[src/sv/fpds_pkg.sv]
// Shared types, constants and arithmetic helpers of the flux PLL data separator.
`timescale 1ns / 1ps

package fpds_pkg;

    // Register reset values and limits
    localparam logic [12:0] CENTRE_RST   = 13'd2000;
    localparam logic [6:0]  PGAIN_RST    = 7'd5;
    localparam logic [6:0]  HGAIN_RST    = 7'd60;
    localparam logic [13:0] PERIOD_RST   = 14'd2000;
    localparam logic [12:0] CENTRE_MIN   = 13'd1000;
    localparam logic [12:0] CENTRE_MAX   = 13'd8000;
    localparam logic [6:0]  PCT_MAX      = 7'd100;

    // Loop behavior
    localparam int          MAX_ADJ_PCT  = 10;
    localparam int          SYNC_ZEROS   = 3;
    localparam int          MAX_RESULTS  = 48;
    localparam logic [3:0]  ZERO_RUN_MAX = 4'd15;
    localparam logic [13:0] CELL_MAX     = 14'd16383;
    localparam int          RES_MAX      = 65535;

    // Period clamp factors, applied to the centre before dividing by 100
    localparam logic [20:0] LO_MUL = 21'(100 - MAX_ADJ_PCT);
    localparam logic [20:0] HI_MUL = 21'(100 + MAX_ADJ_PCT);

    // floor(x / 100) = (x * DIV100_M) >> DIV100_SH, exact for x below 2^20
    localparam logic [19:0] DIV100_M  = 20'd671089;
    localparam int          DIV100_SH = 26;

    // Queue depths
    localparam int MID_DEPTH = 2;
    localparam int OUT_DEPTH = 2;

    typedef enum logic [1:0] {
        REG_CENTRE = 2'd0,
        REG_PGAIN  = 2'd1,
        REG_HGAIN  = 2'd2
    } t_reg_idx;

    typedef enum logic [2:0] {
        ST_IDLE,
        ST_TEST,
        ST_BIT,
        ST_MUL,
        ST_DIV,
        ST_UPD
    } t_back_state;

    typedef struct packed {
        logic [14:0] interval_ns;
        logic        restart;
    } t_item;

    typedef struct packed {
        logic        data_bit;
        logic        last;
        logic [13:0] cell_ns;
    } t_result;

    typedef struct packed {
        logic [12:0] centre_period_ns;
        logic [6:0]  period_gain_pct;
        logic [6:0]  phase_gain_pct;
    } t_cfg;

    typedef struct packed {
        logic [14:0] interval_ns;
        logic        restart;
        logic [12:0] centre;
        logic [6:0]  pgain;
        logic [6:0]  hgain;
        logic [13:0] lo;
        logic [13:0] hi;
    } t_job;

    typedef struct packed {
        logic        load;
        logic [13:0] period;
    } t_period_load;

    function automatic logic [12:0] eff_centre(input logic [12:0] c);
        logic [12:0] r;
        r = c;
        if (c < CENTRE_MIN) r = CENTRE_MIN;
        if (c > CENTRE_MAX) r = CENTRE_MAX;
        return r;
    endfunction

    function automatic logic [6:0] sat_pct(input logic [6:0] p);
        return (p > PCT_MAX) ? PCT_MAX : p;
    endfunction

    function automatic logic [14:0] div100(input logic [20:0] x);
        logic [40:0] p;
        p = {20'b0, x} * {21'b0, DIV100_M};
        return p[DIV100_SH +: 15];
    endfunction

endpackage

[src/sv/fpds_fifo.sv]
// Small register queue used between the front end, the cell engine and the result port.
`timescale 1ns / 1ps

module fpds_fifo #(
    parameter int WIDTH = 8,
    parameter int DEPTH = 2
) (
    input  logic             i_clk,
    input  logic             i_rst_n,
    input  logic             i_push,
    input  logic [WIDTH-1:0] i_data,
    output logic             o_full,
    input  logic             i_pop,
    output logic [WIDTH-1:0] o_data,
    output logic             o_empty
);

    localparam int AW = (DEPTH > 1) ? $clog2(DEPTH) : 1;
    localparam int CW = $clog2(DEPTH + 1);

    logic [WIDTH-1:0] r_mem [DEPTH];
    logic [AW-1:0]    r_wr_ptr, n_wr_ptr;
    logic [AW-1:0]    r_rd_ptr, n_rd_ptr;
    logic [CW-1:0]    r_count,  n_count;
    logic             s_push, s_pop;

    assign o_full  = (r_count == CW'(DEPTH));
    assign o_empty = (r_count == '0);
    assign o_data  = r_mem[r_rd_ptr];
    assign s_push  = i_push && !o_full;
    assign s_pop   = i_pop && !o_empty;

    always_comb begin
        n_wr_ptr = r_wr_ptr;
        n_rd_ptr = r_rd_ptr;
        n_count  = r_count;
        if (s_push) begin
            n_wr_ptr = (r_wr_ptr == AW'(DEPTH - 1)) ? '0 : r_wr_ptr + 1'b1;
        end
        if (s_pop) begin
            n_rd_ptr = (r_rd_ptr == AW'(DEPTH - 1)) ? '0 : r_rd_ptr + 1'b1;
        end
        if (s_push && !s_pop) begin
            n_count = r_count + 1'b1;
        end else if (s_pop && !s_push) begin
            n_count = r_count - 1'b1;
        end
    end

    always_ff @(posedge i_clk) begin
        if (!i_rst_n) begin
            r_wr_ptr <= '0;
            r_rd_ptr <= '0;
            r_count  <= '0;
        end else begin
            r_wr_ptr <= n_wr_ptr;
            r_rd_ptr <= n_rd_ptr;
            r_count  <= n_count;
        end
    end

    always_ff @(posedge i_clk) begin
        if (s_push) begin
            r_mem[r_wr_ptr] <= i_data;
        end
    end

endmodule

[src/sv/fpds_front.sv]
// Front end: captures each interval with its settings and works out the period clamp window.
`timescale 1ns / 1ps

module fpds_front (
    input  logic            i_clk,
    input  logic            i_rst_n,
    input  fpds_pkg::t_item i_item,
    input  logic            i_push,
    output logic            o_full,
    input  fpds_pkg::t_cfg  i_cfg,
    output fpds_pkg::t_job  o_job,
    output logic            o_job_push,
    input  logic            i_job_full
);

    logic        r_v1, r_v2;
    logic        s_en;
    logic [12:0] s_centre;
    logic [14:0] s_lo_q, s_hi_q;

    // stage 1
    logic [14:0] r_interval;
    logic        r_restart;
    logic [12:0] r_centre;
    logic [6:0]  r_pgain, r_hgain;
    logic [20:0] r_lo_p, r_hi_p;

    // stage 2
    fpds_pkg::t_job r_job;

    // Advance when the second stage is free or draining into the queue
    assign s_en       = !(r_v2 && i_job_full);
    assign o_full     = !s_en;
    assign o_job_push = r_v2 && !i_job_full;
    assign o_job      = r_job;
    assign s_centre   = fpds_pkg::eff_centre(i_cfg.centre_period_ns);
    assign s_lo_q     = fpds_pkg::div100(r_lo_p);
    assign s_hi_q     = fpds_pkg::div100(r_hi_p);

    always_ff @(posedge i_clk) begin
        if (!i_rst_n) begin
            r_v1 <= 1'b0;
            r_v2 <= 1'b0;
        end else if (s_en) begin
            r_v1 <= i_push;
            r_v2 <= r_v1;
        end
    end

    always_ff @(posedge i_clk) begin
        if (s_en) begin
            r_interval <= i_item.interval_ns;
            r_restart  <= i_item.restart;
            r_centre   <= s_centre;
            r_pgain    <= fpds_pkg::sat_pct(i_cfg.period_gain_pct);
            r_hgain    <= fpds_pkg::sat_pct(i_cfg.phase_gain_pct);
            r_lo_p     <= {8'b0, s_centre} * fpds_pkg::LO_MUL;
            r_hi_p     <= {8'b0, s_centre} * fpds_pkg::HI_MUL;

            r_job.interval_ns <= r_interval;
            r_job.restart     <= r_restart;
            r_job.centre      <= r_centre;
            r_job.pgain       <= r_pgain;
            r_job.hgain       <= r_hgain;
            r_job.lo          <= s_lo_q[13:0];
            r_job.hi          <= s_hi_q[13:0];
        end
    end

endmodule

[src/sv/fpds_back.sv]
// Cell engine: splits each interval into bit cells and tracks period and phase.
`timescale 1ns / 1ps

module fpds_back (
    input  logic                   i_clk,
    input  logic                   i_rst_n,
    input  fpds_pkg::t_job         i_job,
    input  logic                   i_job_empty,
    output logic                   o_job_pop,
    output fpds_pkg::t_result      o_result,
    output logic                   o_res_push,
    input  logic                   i_res_full,
    input  fpds_pkg::t_period_load i_load
);

    fpds_pkg::t_back_state r_state, n_state;
    fpds_pkg::t_job        r_job, n_job;

    logic [13:0]        r_period,    n_period;
    logic signed [17:0] r_res,       n_res;
    logic [3:0]         r_zero_run,  n_zero_run;
    logic [5:0]         r_count,     n_count;
    logic [13:0]        r_cell,      n_cell;
    logic               r_pend_v,    n_pend_v;
    logic               r_pend_bit,  n_pend_bit;
    logic [13:0]        r_pend_cell, n_pend_cell;
    logic [19:0]        r_pprod,     n_pprod;
    logic [19:0]        r_kprod,     n_kprod;
    logic               r_pneg,      n_pneg;
    logic               r_kneg,      n_kneg;
    logic [12:0]        r_pq,        n_pq;
    logic [12:0]        r_kq,        n_kq;

    logic signed [17:0] s_half;
    logic               s_cont;
    logic signed [17:0] s_base;
    logic signed [18:0] s_sum;
    logic [17:0]        s_mag_r;
    logic signed [14:0] s_diff;
    logic [14:0]        s_mag_d;
    logic               s_sync;
    logic [12:0]        s_mag_p;
    logic [6:0]         s_keep_pct;
    logic signed [15:0] s_pdelta;
    logic signed [15:0] s_pnew;
    logic signed [17:0] s_kept;
    logic signed [18:0] s_cellv;
    logic [14:0]        s_pq_full;
    logic [14:0]        s_kq_full;

    always_ff @(posedge i_clk) begin
        if (!i_rst_n) begin
            r_state    <= fpds_pkg::ST_IDLE;
            r_period   <= fpds_pkg::PERIOD_RST;
            r_res      <= '0;
            r_zero_run <= '0;
            r_count    <= '0;
            r_pend_v   <= 1'b0;
        end else begin
            r_state    <= n_state;
            r_period   <= n_period;
            r_res      <= n_res;
            r_zero_run <= n_zero_run;
            r_count    <= n_count;
            r_pend_v   <= n_pend_v;
        end
    end

    always_ff @(posedge i_clk) begin
        r_job       <= n_job;
        r_cell      <= n_cell;
        r_pend_bit  <= n_pend_bit;
        r_pend_cell <= n_pend_cell;
        r_pprod     <= n_pprod;
        r_kprod     <= n_kprod;
        r_pneg      <= n_pneg;
        r_kneg      <= n_kneg;
        r_pq        <= n_pq;
        r_kq        <= n_kq;
    end

    // Shared arithmetic
    assign s_half     = $signed({5'b0, r_period[13:1]});
    assign s_cont     = (r_count < 6'(fpds_pkg::MAX_RESULTS)) && (r_res >= s_half);
    assign s_base     = i_job.restart ? 18'sd0 : r_res;
    assign s_sum      = {s_base[17], s_base} + $signed({4'b0, i_job.interval_ns});
    assign s_mag_r    = r_res[17] ? 18'(-r_res) : 18'(r_res);
    assign s_diff     = $signed({2'b0, r_job.centre}) - $signed({1'b0, r_period});
    assign s_mag_d    = s_diff[14] ? 15'(-s_diff) : 15'(s_diff);
    assign s_sync     = (r_zero_run <= 4'(fpds_pkg::SYNC_ZEROS));
    assign s_mag_p    = s_sync ? s_mag_r[12:0] : s_mag_d[12:0];
    assign s_keep_pct = fpds_pkg::PCT_MAX - r_job.hgain;
    assign s_pdelta   = r_pneg ? -$signed({3'b0, r_pq}) : $signed({3'b0, r_pq});
    assign s_pnew     = $signed({2'b0, r_period}) + s_pdelta;
    assign s_kept     = r_kneg ? -$signed({5'b0, r_kq}) : $signed({5'b0, r_kq});
    assign s_cellv    = $signed({5'b0, r_cell}) + {r_res[17], r_res} - {s_kept[17], s_kept};
    assign s_pq_full  = fpds_pkg::div100({1'b0, r_pprod});
    assign s_kq_full  = fpds_pkg::div100({1'b0, r_kprod});

    always_comb begin
        n_state     = r_state;
        n_job       = r_job;
        n_period    = r_period;
        n_res       = r_res;
        n_zero_run  = r_zero_run;
        n_count     = r_count;
        n_cell      = r_cell;
        n_pend_v    = r_pend_v;
        n_pend_bit  = r_pend_bit;
        n_pend_cell = r_pend_cell;
        n_pprod     = r_pprod;
        n_kprod     = r_kprod;
        n_pneg      = r_pneg;
        n_kneg      = r_kneg;
        n_pq        = r_pq;
        n_kq        = r_kq;
        o_job_pop   = 1'b0;
        o_res_push  = 1'b0;

        o_result.data_bit = r_pend_bit;
        o_result.last     = !s_cont;
        o_result.cell_ns  = r_pend_cell;

        unique case (r_state)
            fpds_pkg::ST_IDLE: begin
                if (!i_job_empty) begin
                    o_job_pop = 1'b1;
                    n_job     = i_job;
                    if (i_job.restart) begin
                        n_period   = {1'b0, i_job.centre};
                        n_zero_run = '0;
                    end
                    // saturate the accumulated phase at the top
                    if (s_sum > 19'(fpds_pkg::RES_MAX)) begin
                        n_res = 18'(fpds_pkg::RES_MAX);
                    end else begin
                        n_res = s_sum[17:0];
                    end
                    n_count = '0;
                    n_state = fpds_pkg::ST_TEST;
                end
            end
            fpds_pkg::ST_TEST: begin
                // hold while a finished cell cannot be handed on
                if (!(r_pend_v && i_res_full)) begin
                    o_res_push = r_pend_v;
                    n_pend_v   = 1'b0;
                    if (s_cont) begin
                        n_res   = r_res - $signed({4'b0, r_period});
                        n_cell  = r_period;
                        n_count = r_count + 1'b1;
                        n_state = fpds_pkg::ST_BIT;
                    end else begin
                        n_state = fpds_pkg::ST_IDLE;
                    end
                end
            end
            fpds_pkg::ST_BIT: begin
                if (r_res >= s_half) begin
                    if (r_zero_run != fpds_pkg::ZERO_RUN_MAX) begin
                        n_zero_run = r_zero_run + 1'b1;
                    end
                    n_pend_v    = 1'b1;
                    n_pend_bit  = 1'b0;
                    n_pend_cell = r_cell;
                    n_state     = fpds_pkg::ST_TEST;
                end else begin
                    n_state = fpds_pkg::ST_MUL;
                end
            end
            fpds_pkg::ST_MUL: begin
                n_pprod = {7'b0, s_mag_p} * {13'b0, r_job.pgain};
                n_pneg  = s_sync ? r_res[17] : s_diff[14];
                n_kprod = {7'b0, s_mag_r[12:0]} * {13'b0, s_keep_pct};
                n_kneg  = r_res[17];
                n_state = fpds_pkg::ST_DIV;
            end
            fpds_pkg::ST_DIV: begin
                n_pq    = s_pq_full[12:0];
                n_kq    = s_kq_full[12:0];
                n_state = fpds_pkg::ST_UPD;
            end
            fpds_pkg::ST_UPD: begin
                if (s_pnew < $signed({2'b0, r_job.lo})) begin
                    n_period = r_job.lo;
                end else if (s_pnew > $signed({2'b0, r_job.hi})) begin
                    n_period = r_job.hi;
                end else begin
                    n_period = s_pnew[13:0];
                end
                n_res      = s_kept;
                n_zero_run = '0;
                n_pend_v   = 1'b1;
                n_pend_bit = 1'b1;
                if (s_cellv < 19'sd0) begin
                    n_pend_cell = '0;
                end else if (s_cellv > $signed({5'b0, fpds_pkg::CELL_MAX})) begin
                    n_pend_cell = fpds_pkg::CELL_MAX;
                end else begin
                    n_pend_cell = s_cellv[13:0];
                end
                n_state = fpds_pkg::ST_TEST;
            end
            default: begin
                n_state = fpds_pkg::ST_IDLE;
            end
        endcase

        // a centre write reloads the running period
        if (i_load.load) begin
            n_period = i_load.period;
        end
    end

endmodule

[src/sv/flux_pll_data_separator_top.sv]
// Top level of the flux PLL data separator: register port, front end, queues and cell engine.
//
//  channel   | direction | handshake              | transfer
//  ----------+-----------+------------------------+-----------------------------------
//  item in   | input     | push / full            | i_item: interval_ns, restart
//  result    | output    | empty / pop            | o_result: data_bit, last, cell_ns
//  registers | input     | psel/penable/pwrite    | paddr 0, 4, 8: centre, period gain,
//            |           | pready always high     | phase gain
//
// An interval passes the front-end registers, then the cell engine loads it in ST_IDLE,
// runs ST_TEST and ST_BIT for each 0 cell, adds ST_MUL, ST_DIV and ST_UPD for each 1 cell,
// and leaves from a closing ST_TEST. The cell engine handles one interval at a time.
// Reset is synchronous, active low, and restores the register defaults and a 2000 ns period.
// A full result queue stalls the cell engine; the front end keeps accepting until the
// middle queue fills, so each side stalls on its own.
`timescale 1ns / 1ps

module flux_pll_data_separator_top #(
    parameter int MID_DEPTH = fpds_pkg::MID_DEPTH,
    parameter int OUT_DEPTH = fpds_pkg::OUT_DEPTH
) (
    input  logic              i_clk,
    input  logic              i_rst_n,
    // item input
    input  fpds_pkg::t_item   i_item,
    input  logic              push,
    output logic              full,
    // result output
    output fpds_pkg::t_result o_result,
    output logic              empty,
    input  logic              pop,
    // register port
    input  logic              psel,
    input  logic              penable,
    input  logic              pwrite,
    input  logic [3:0]        paddr,
    input  logic [31:0]       pwdata,
    output logic [31:0]       prdata,
    output logic              pready
);

    localparam int JOB_W = $bits(fpds_pkg::t_job);
    localparam int RES_W = $bits(fpds_pkg::t_result);

    logic [12:0] r_centre;
    logic [6:0]  r_pgain;
    logic [6:0]  r_hgain;

    logic                   s_wr;
    fpds_pkg::t_reg_idx     s_idx;
    fpds_pkg::t_cfg         s_cfg;
    fpds_pkg::t_period_load s_load;

    fpds_pkg::t_job    s_front_job;
    logic              s_front_push;
    logic              s_mid_full;
    logic [JOB_W-1:0]  s_mid_data;
    logic              s_mid_empty;
    logic              s_mid_pop;

    fpds_pkg::t_result s_back_res;
    logic              s_back_push;
    logic              s_out_full;
    logic [RES_W-1:0]  s_out_data;

    // Register port: zero wait states, write on the access phase
    assign pready = 1'b1;
    assign s_wr   = psel && penable && pwrite && pready;
    assign s_idx  = fpds_pkg::t_reg_idx'(paddr[3:2]);

    always_ff @(posedge i_clk) begin
        if (!i_rst_n) begin
            r_centre <= fpds_pkg::CENTRE_RST;
            r_pgain  <= fpds_pkg::PGAIN_RST;
            r_hgain  <= fpds_pkg::HGAIN_RST;
        end else if (s_wr) begin
            unique case (s_idx)
                fpds_pkg::REG_CENTRE: r_centre <= pwdata[12:0];
                fpds_pkg::REG_PGAIN:  r_pgain  <= pwdata[6:0];
                fpds_pkg::REG_HGAIN:  r_hgain  <= pwdata[6:0];
                default: ;
            endcase
        end
    end

    always_comb begin
        unique case (s_idx)
            fpds_pkg::REG_CENTRE: prdata = {19'b0, r_centre};
            fpds_pkg::REG_PGAIN:  prdata = {25'b0, r_pgain};
            fpds_pkg::REG_HGAIN:  prdata = {25'b0, r_hgain};
            default:              prdata = '0;
        endcase
    end

    assign s_cfg.centre_period_ns = r_centre;
    assign s_cfg.period_gain_pct  = r_pgain;
    assign s_cfg.phase_gain_pct   = r_hgain;

    // A centre write also reloads the running period with the clamped centre
    assign s_load.load   = s_wr && (s_idx == fpds_pkg::REG_CENTRE);
    assign s_load.period = {1'b0, fpds_pkg::eff_centre(pwdata[12:0])};

    // Front end: capture settings with each interval, derive the clamp window
    fpds_front u_front (
        .i_clk      (i_clk),
        .i_rst_n    (i_rst_n),
        .i_item     (i_item),
        .i_push     (push),
        .o_full     (full),
        .i_cfg      (s_cfg),
        .o_job      (s_front_job),
        .o_job_push (s_front_push),
        .i_job_full (s_mid_full)
    );

    // Decoupling queue between front end and cell engine
    fpds_fifo #(
        .WIDTH (JOB_W),
        .DEPTH (MID_DEPTH)
    ) u_mid_q (
        .i_clk   (i_clk),
        .i_rst_n (i_rst_n),
        .i_push  (s_front_push),
        .i_data  (s_front_job),
        .o_full  (s_mid_full),
        .i_pop   (s_mid_pop),
        .o_data  (s_mid_data),
        .o_empty (s_mid_empty)
    );

    // Cell engine
    fpds_back u_back (
        .i_clk       (i_clk),
        .i_rst_n     (i_rst_n),
        .i_job       (fpds_pkg::t_job'(s_mid_data)),
        .i_job_empty (s_mid_empty),
        .o_job_pop   (s_mid_pop),
        .o_result    (s_back_res),
        .o_res_push  (s_back_push),
        .i_res_full  (s_out_full),
        .i_load      (s_load)
    );

    // Result queue: the oldest cell waits on o_result while empty is low
    fpds_fifo #(
        .WIDTH (RES_W),
        .DEPTH (OUT_DEPTH)
    ) u_out_q (
        .i_clk   (i_clk),
        .i_rst_n (i_rst_n),
        .i_push  (s_back_push),
        .i_data  (s_back_res),
        .o_full  (s_out_full),
        .i_pop   (pop),
        .o_data  (s_out_data),
        .o_empty (empty)
    );

    assign o_result = fpds_pkg::t_result'(s_out_data);

endmodule

[config.mk]
export PLATFORM = sky130hd
export DESIGN_NAME = flux_pll_data_separator_top
export DESIGN_NICKNAME = d
export VERILOG_FILES = /design/src/sv/fpds_pkg.sv /design/src/sv/fpds_fifo.sv /design/src/sv/fpds_front.sv /design/src/sv/fpds_back.sv /design/src/sv/flux_pll_data_separator_top.sv
export SDC_FILE = /design/constraint.sdc
export NUM_CORES = 2
export LEC_CHECK = 0
export ABC_AREA = 1
export BUFFER_PORTS_ARGS = -buffer_cell sky130_fd_sc_hd__buf_2
export CAP_MARGIN = 10
export CORE_ASPECT_RATIO = 2
export CORE_MARGIN = 2
export CORE_UTILIZATION = 59
export CTS_CLUSTER_DIAMETER = 120
export DETAILED_ROUTE_END_ITERATION = 7
export PLACE_DENSITY_LB_ADDON = 0.15
export SLEW_MARGIN = 40
export SYNTH_ARGS = -nofsm -noshare
export SYNTH_HDL_FRONTEND = slang
export SYNTH_SLANG_ARGS = --single-unit
[constraint.sdc]
create_clock -name i_clk -period 6.9 [get_ports i_clk]
set_clock_uncertainty 0.2 [all_clocks]
set_input_delay 1.38 -clock i_clk [delete_from_list [all_inputs] [get_ports i_clk]]
set_output_delay 1.38 -clock i_clk [all_outputs]
set_load 0.01 [all_outputs]
==> flow_metrics.env <==
export IMPL_port_buffers=68
export IMPL_ys_warn_count=0
export IMPL_area_delta_synth_final_pct=7.53
export IMPL_drive_above_1_share_pct=6.36
export IMPL_synth_edf_count=475
export IMPL_ant_nets=0
export IMPL_ys_ff_latch=560
export IMPL_yosysSeqAreaShare_pct=25.7
export IMPL_worstSetupPathType="flip-flop to flip-flop"
export IMPL_h_tree_depth=2
export IMPL_synth_cell_type_count=63
export IMPL_gp_congestion=0.983
export IMPL_grt_pass1_wl_um=261000
export IMPL_pre_cts_slack_ns=-0.0216
export IMPL_setup_violations=0
export IMPL_synthCells=6406
export IMPL_fin_crit_sh_pct=95.9
export IMPL_final_common_cell="inv_1"
export IMPL_hp_class="flip-flop to flip-flop"
export IMPL_endpoint_kind="flip-flop"
export IMPL_cp_required_ns=7.10
export IMPL_track_usage_pct=32.3
export IMPL_dp_hpwl_um=145000
export IMPL_overflow=0
export IMPL_fp_dieArea_um2=108000
export IMPL_relSlewSlack_pct=42.3
export IMPL_cts_buffer_depth=3
export IMPL_period_minus_slack_ns=6.62
export IMPL_antenna_found_initial=3
export IMPL_cp_start_kind="flip-flop"
export IMPL_fin_util_pct=63.9
export IMPL_met1_length_um=51300
export IMPL_wl_met2_um=93500
export IMPL_dr_pass1_iters=5
export IMPL_instances_no_fill=8018
export IMPL_dp_cells=7918
export IMPL_nets=8422
export IMPL_worstMarginPinSlew_ns=0.865
export IMPL_cts_buffers=51
export IMPL_clk_pin_slew_worst_paths_ns=0.07
export IMPL_grt_max_degree=90
export IMPL_wirelength_um=170000
export IMPL_drtIter0Drc=2107
export IMPL_ys_flop_type="edfxtp_1"
export IMPL_grt_pass1_vias=48700
export IMPL_tns_ns=0
export IMPL_cts_root_buf="clkbuf_16"
export IMPL_setup_slack_ns=0.283
export IMPL_hold_viol_final=0
export IMPL_drc_errors=0
export IMPL_fp_dieW_um=233
export IMPL_cts_tree="built"
export IMPL_postCtsHoldBufs=0
export IMPL_crit_path_max_fanout=7
export IMPL_clkSinkCount=560
export IMPL_routed_via_density=5.58
export IMPL_syn_cell_area_um2=62100
export IMPL_drv_slew=0
export IMPL_placementRows=168
export IMPL_layout_common_cells="inv_1 (1272), ha_1 (1033), nand2_1 (949)"
export IMPL_die_y_um=463
export IMPL_clk_latency_ns=0.67
export IMPL_pin_count=110
export IMPL_fmax_mhz=151
export IMPL_core_area_um2=104000
export IMPL_dr_wl_met3_um=5420
export IMPL_status="finished clean"
export IMPL_syn_avg_cell_area_um2=9.69
export IMPL_arrival_ns=6.81
export IMPL_synthArstFlopShare_pct=0
export IMPL_vias=44800
export IMPL_cap_violations=0
export IMPL_wire_per_inst_um=21.2
export IMPL_initial_core_util_pct=59.4
export IMPL_topRoutingLayerUsed="met5"
-- final cells by class --
class,count,area [µm²]
Clock inverter,31,349
Fill cell,8881,37700
Inverter,1293,4870
Clock buffer,63,1340
Antenna cell,2,5.00
Multi-Input combinational cell,4480,40900
Sequential cell,560,16000
Timing Repair Buffer,229,1560
Tap cell,1360,1700
-- cells in the mapped netlist (all sizes together) (6+ instances only) --
library cell / number / area (µm²)
o31ai: 6 / 45.0
a21oi: 380 / 1940
nor3: 55 / 280
nand3: 167 / 836
nor4: 22 / 138
or2: 27 / 169
a211oi: 6 / 45.0
xnor2: 63 / 559
and2: 7 / 43.8
o21ai: 255 / 1300
o221ai: 9 / 78.8
a21boi: 9 / 67.6
edfxtp: 475 / 14300
a22oi: 8 / 60.1
nand4: 30 / 188
a31oi: 24 / 150
clkinv: 7 / 26.3
inv: 1286 / 4830
xor2: 155 / 1370
dfxtp: 85 / 1700
o21a: 25 / 188
fa: 715 / 14300
mux2: 16 / 180
nor2: 385 / 1480
a21o: 20 / 150
buf: 40 / 259
ha: 1033 / 12900
o211ai: 28 / 210
clkbuf: 51 / 191
o21bai: 23 / 173
nand3b: 8 / 60.1
nand2: 960 / 3630
-- routing by layer --
layer  vias to the layer above  track usage [%]
met4                         2             30.5
met3                       647             3.72
met1                     21800             27.8
met2                      1126             62.0
li1                      21200                -
met5                         -                0
-- path summary, 6_finish.rpt --
path	slack [ns]	depth (start not counted)	startpoint	endpoint
worst max register to register	0.28	16	u_back.r_pprod[1]$_DFFE_PP_	u_back.r_pq[10]$_DFFE_PP_
worst min register to register	0.19	0	u_front.r_interval[8]$_DFFE_PN_	u_front.o_job[64]$_DFFE_PN_
worst max-delay path	0.28	16	u_back.r_pprod[1]$_DFFE_PP_	u_back.r_pq[10]$_DFFE_PP_
worst min-delay path	0.19	0	u_front.r_interval[8]$_DFFE_PN_	u_front.o_job[64]$_DFFE_PN_
-- kinds of logic (layout without fill, tap and decap cells) --
group           Yosys count  in the layout  share of synthesized area [%]
flops                   560            560                           25.7
other cells               2             22                         0.0121
mux                      17             17                          0.306
compound gates          814            814                           7.40
xor+xnor                218            218                           3.10
buf+inv                1384           1616                           8.55
fa+ha+maj              1748           1748                           43.9
simple gates           1663           1663                           11.0
-- critical path, stage by stage, from the launching register on --
cell,delay (ns)
edfxtp_1,0.76
ha_1,0.39
fa_1,0.56
ha_1,0.14
inv_1,0.05
fa_1,0.55
fa_1,0.44
fa_1,0.82
inv_1,0.12
fa_1,0.54
ha_1,0.39
nand4_1,0.14
o31ai_1,0.53
a21oi_1,0.13
o21bai_1,0.27
a31oi_1,0.16
xor2_1,0.17
-- flip-flops by register name, summed over array words and instances, names as in the netlist, 4 cells and up, named ones only --
name / flops
u_front.r_lo_p: 17
u_back.r_pprod: 20
u_back.r_res: 18
u_back.r_pend_cell: 14
u_back.r_kprod: 20
u_back.r_zero_run: 4
u_front.r_interval: 15
u_back.r_job: 55
u_mid_q.r_mem: 142
u_out_q.r_mem: 32
r_hgain: 7
r_pgain: 7
u_back.r_pq: 13
u_front.o_job: 71
u_back.r_count: 6
u_front.r_hgain: 7
u_front.r_pgain: 7
r_centre: 13
u_front.r_hi_p: 18
u_back.r_cell: 14
u_back.r_kq: 13
u_back.r_period: 14
u_front.r_centre: 13
-- per-stage QoR --
stage                     instance area (µm²)  hold slack (ns)
after floorplan                         62100            0.200
after global placement                  64900            0.201
after detailed placement                64900            0.205
after CTS                               66600            0.190
after global routing                    66700            0.223
final                                   66700            0.189
-- what timing repair did --
action                                  in CTS  in global routing
resized for setup                            0                 17
endpoints found under the setup margin       0                  5
setup buffers                                0                  4
endpoints found under the hold margin        0                  0
Power is left out: the tool's default activity adds up to more than one toggle a clock period on the data nets, which glitch-free logic cannot reach.
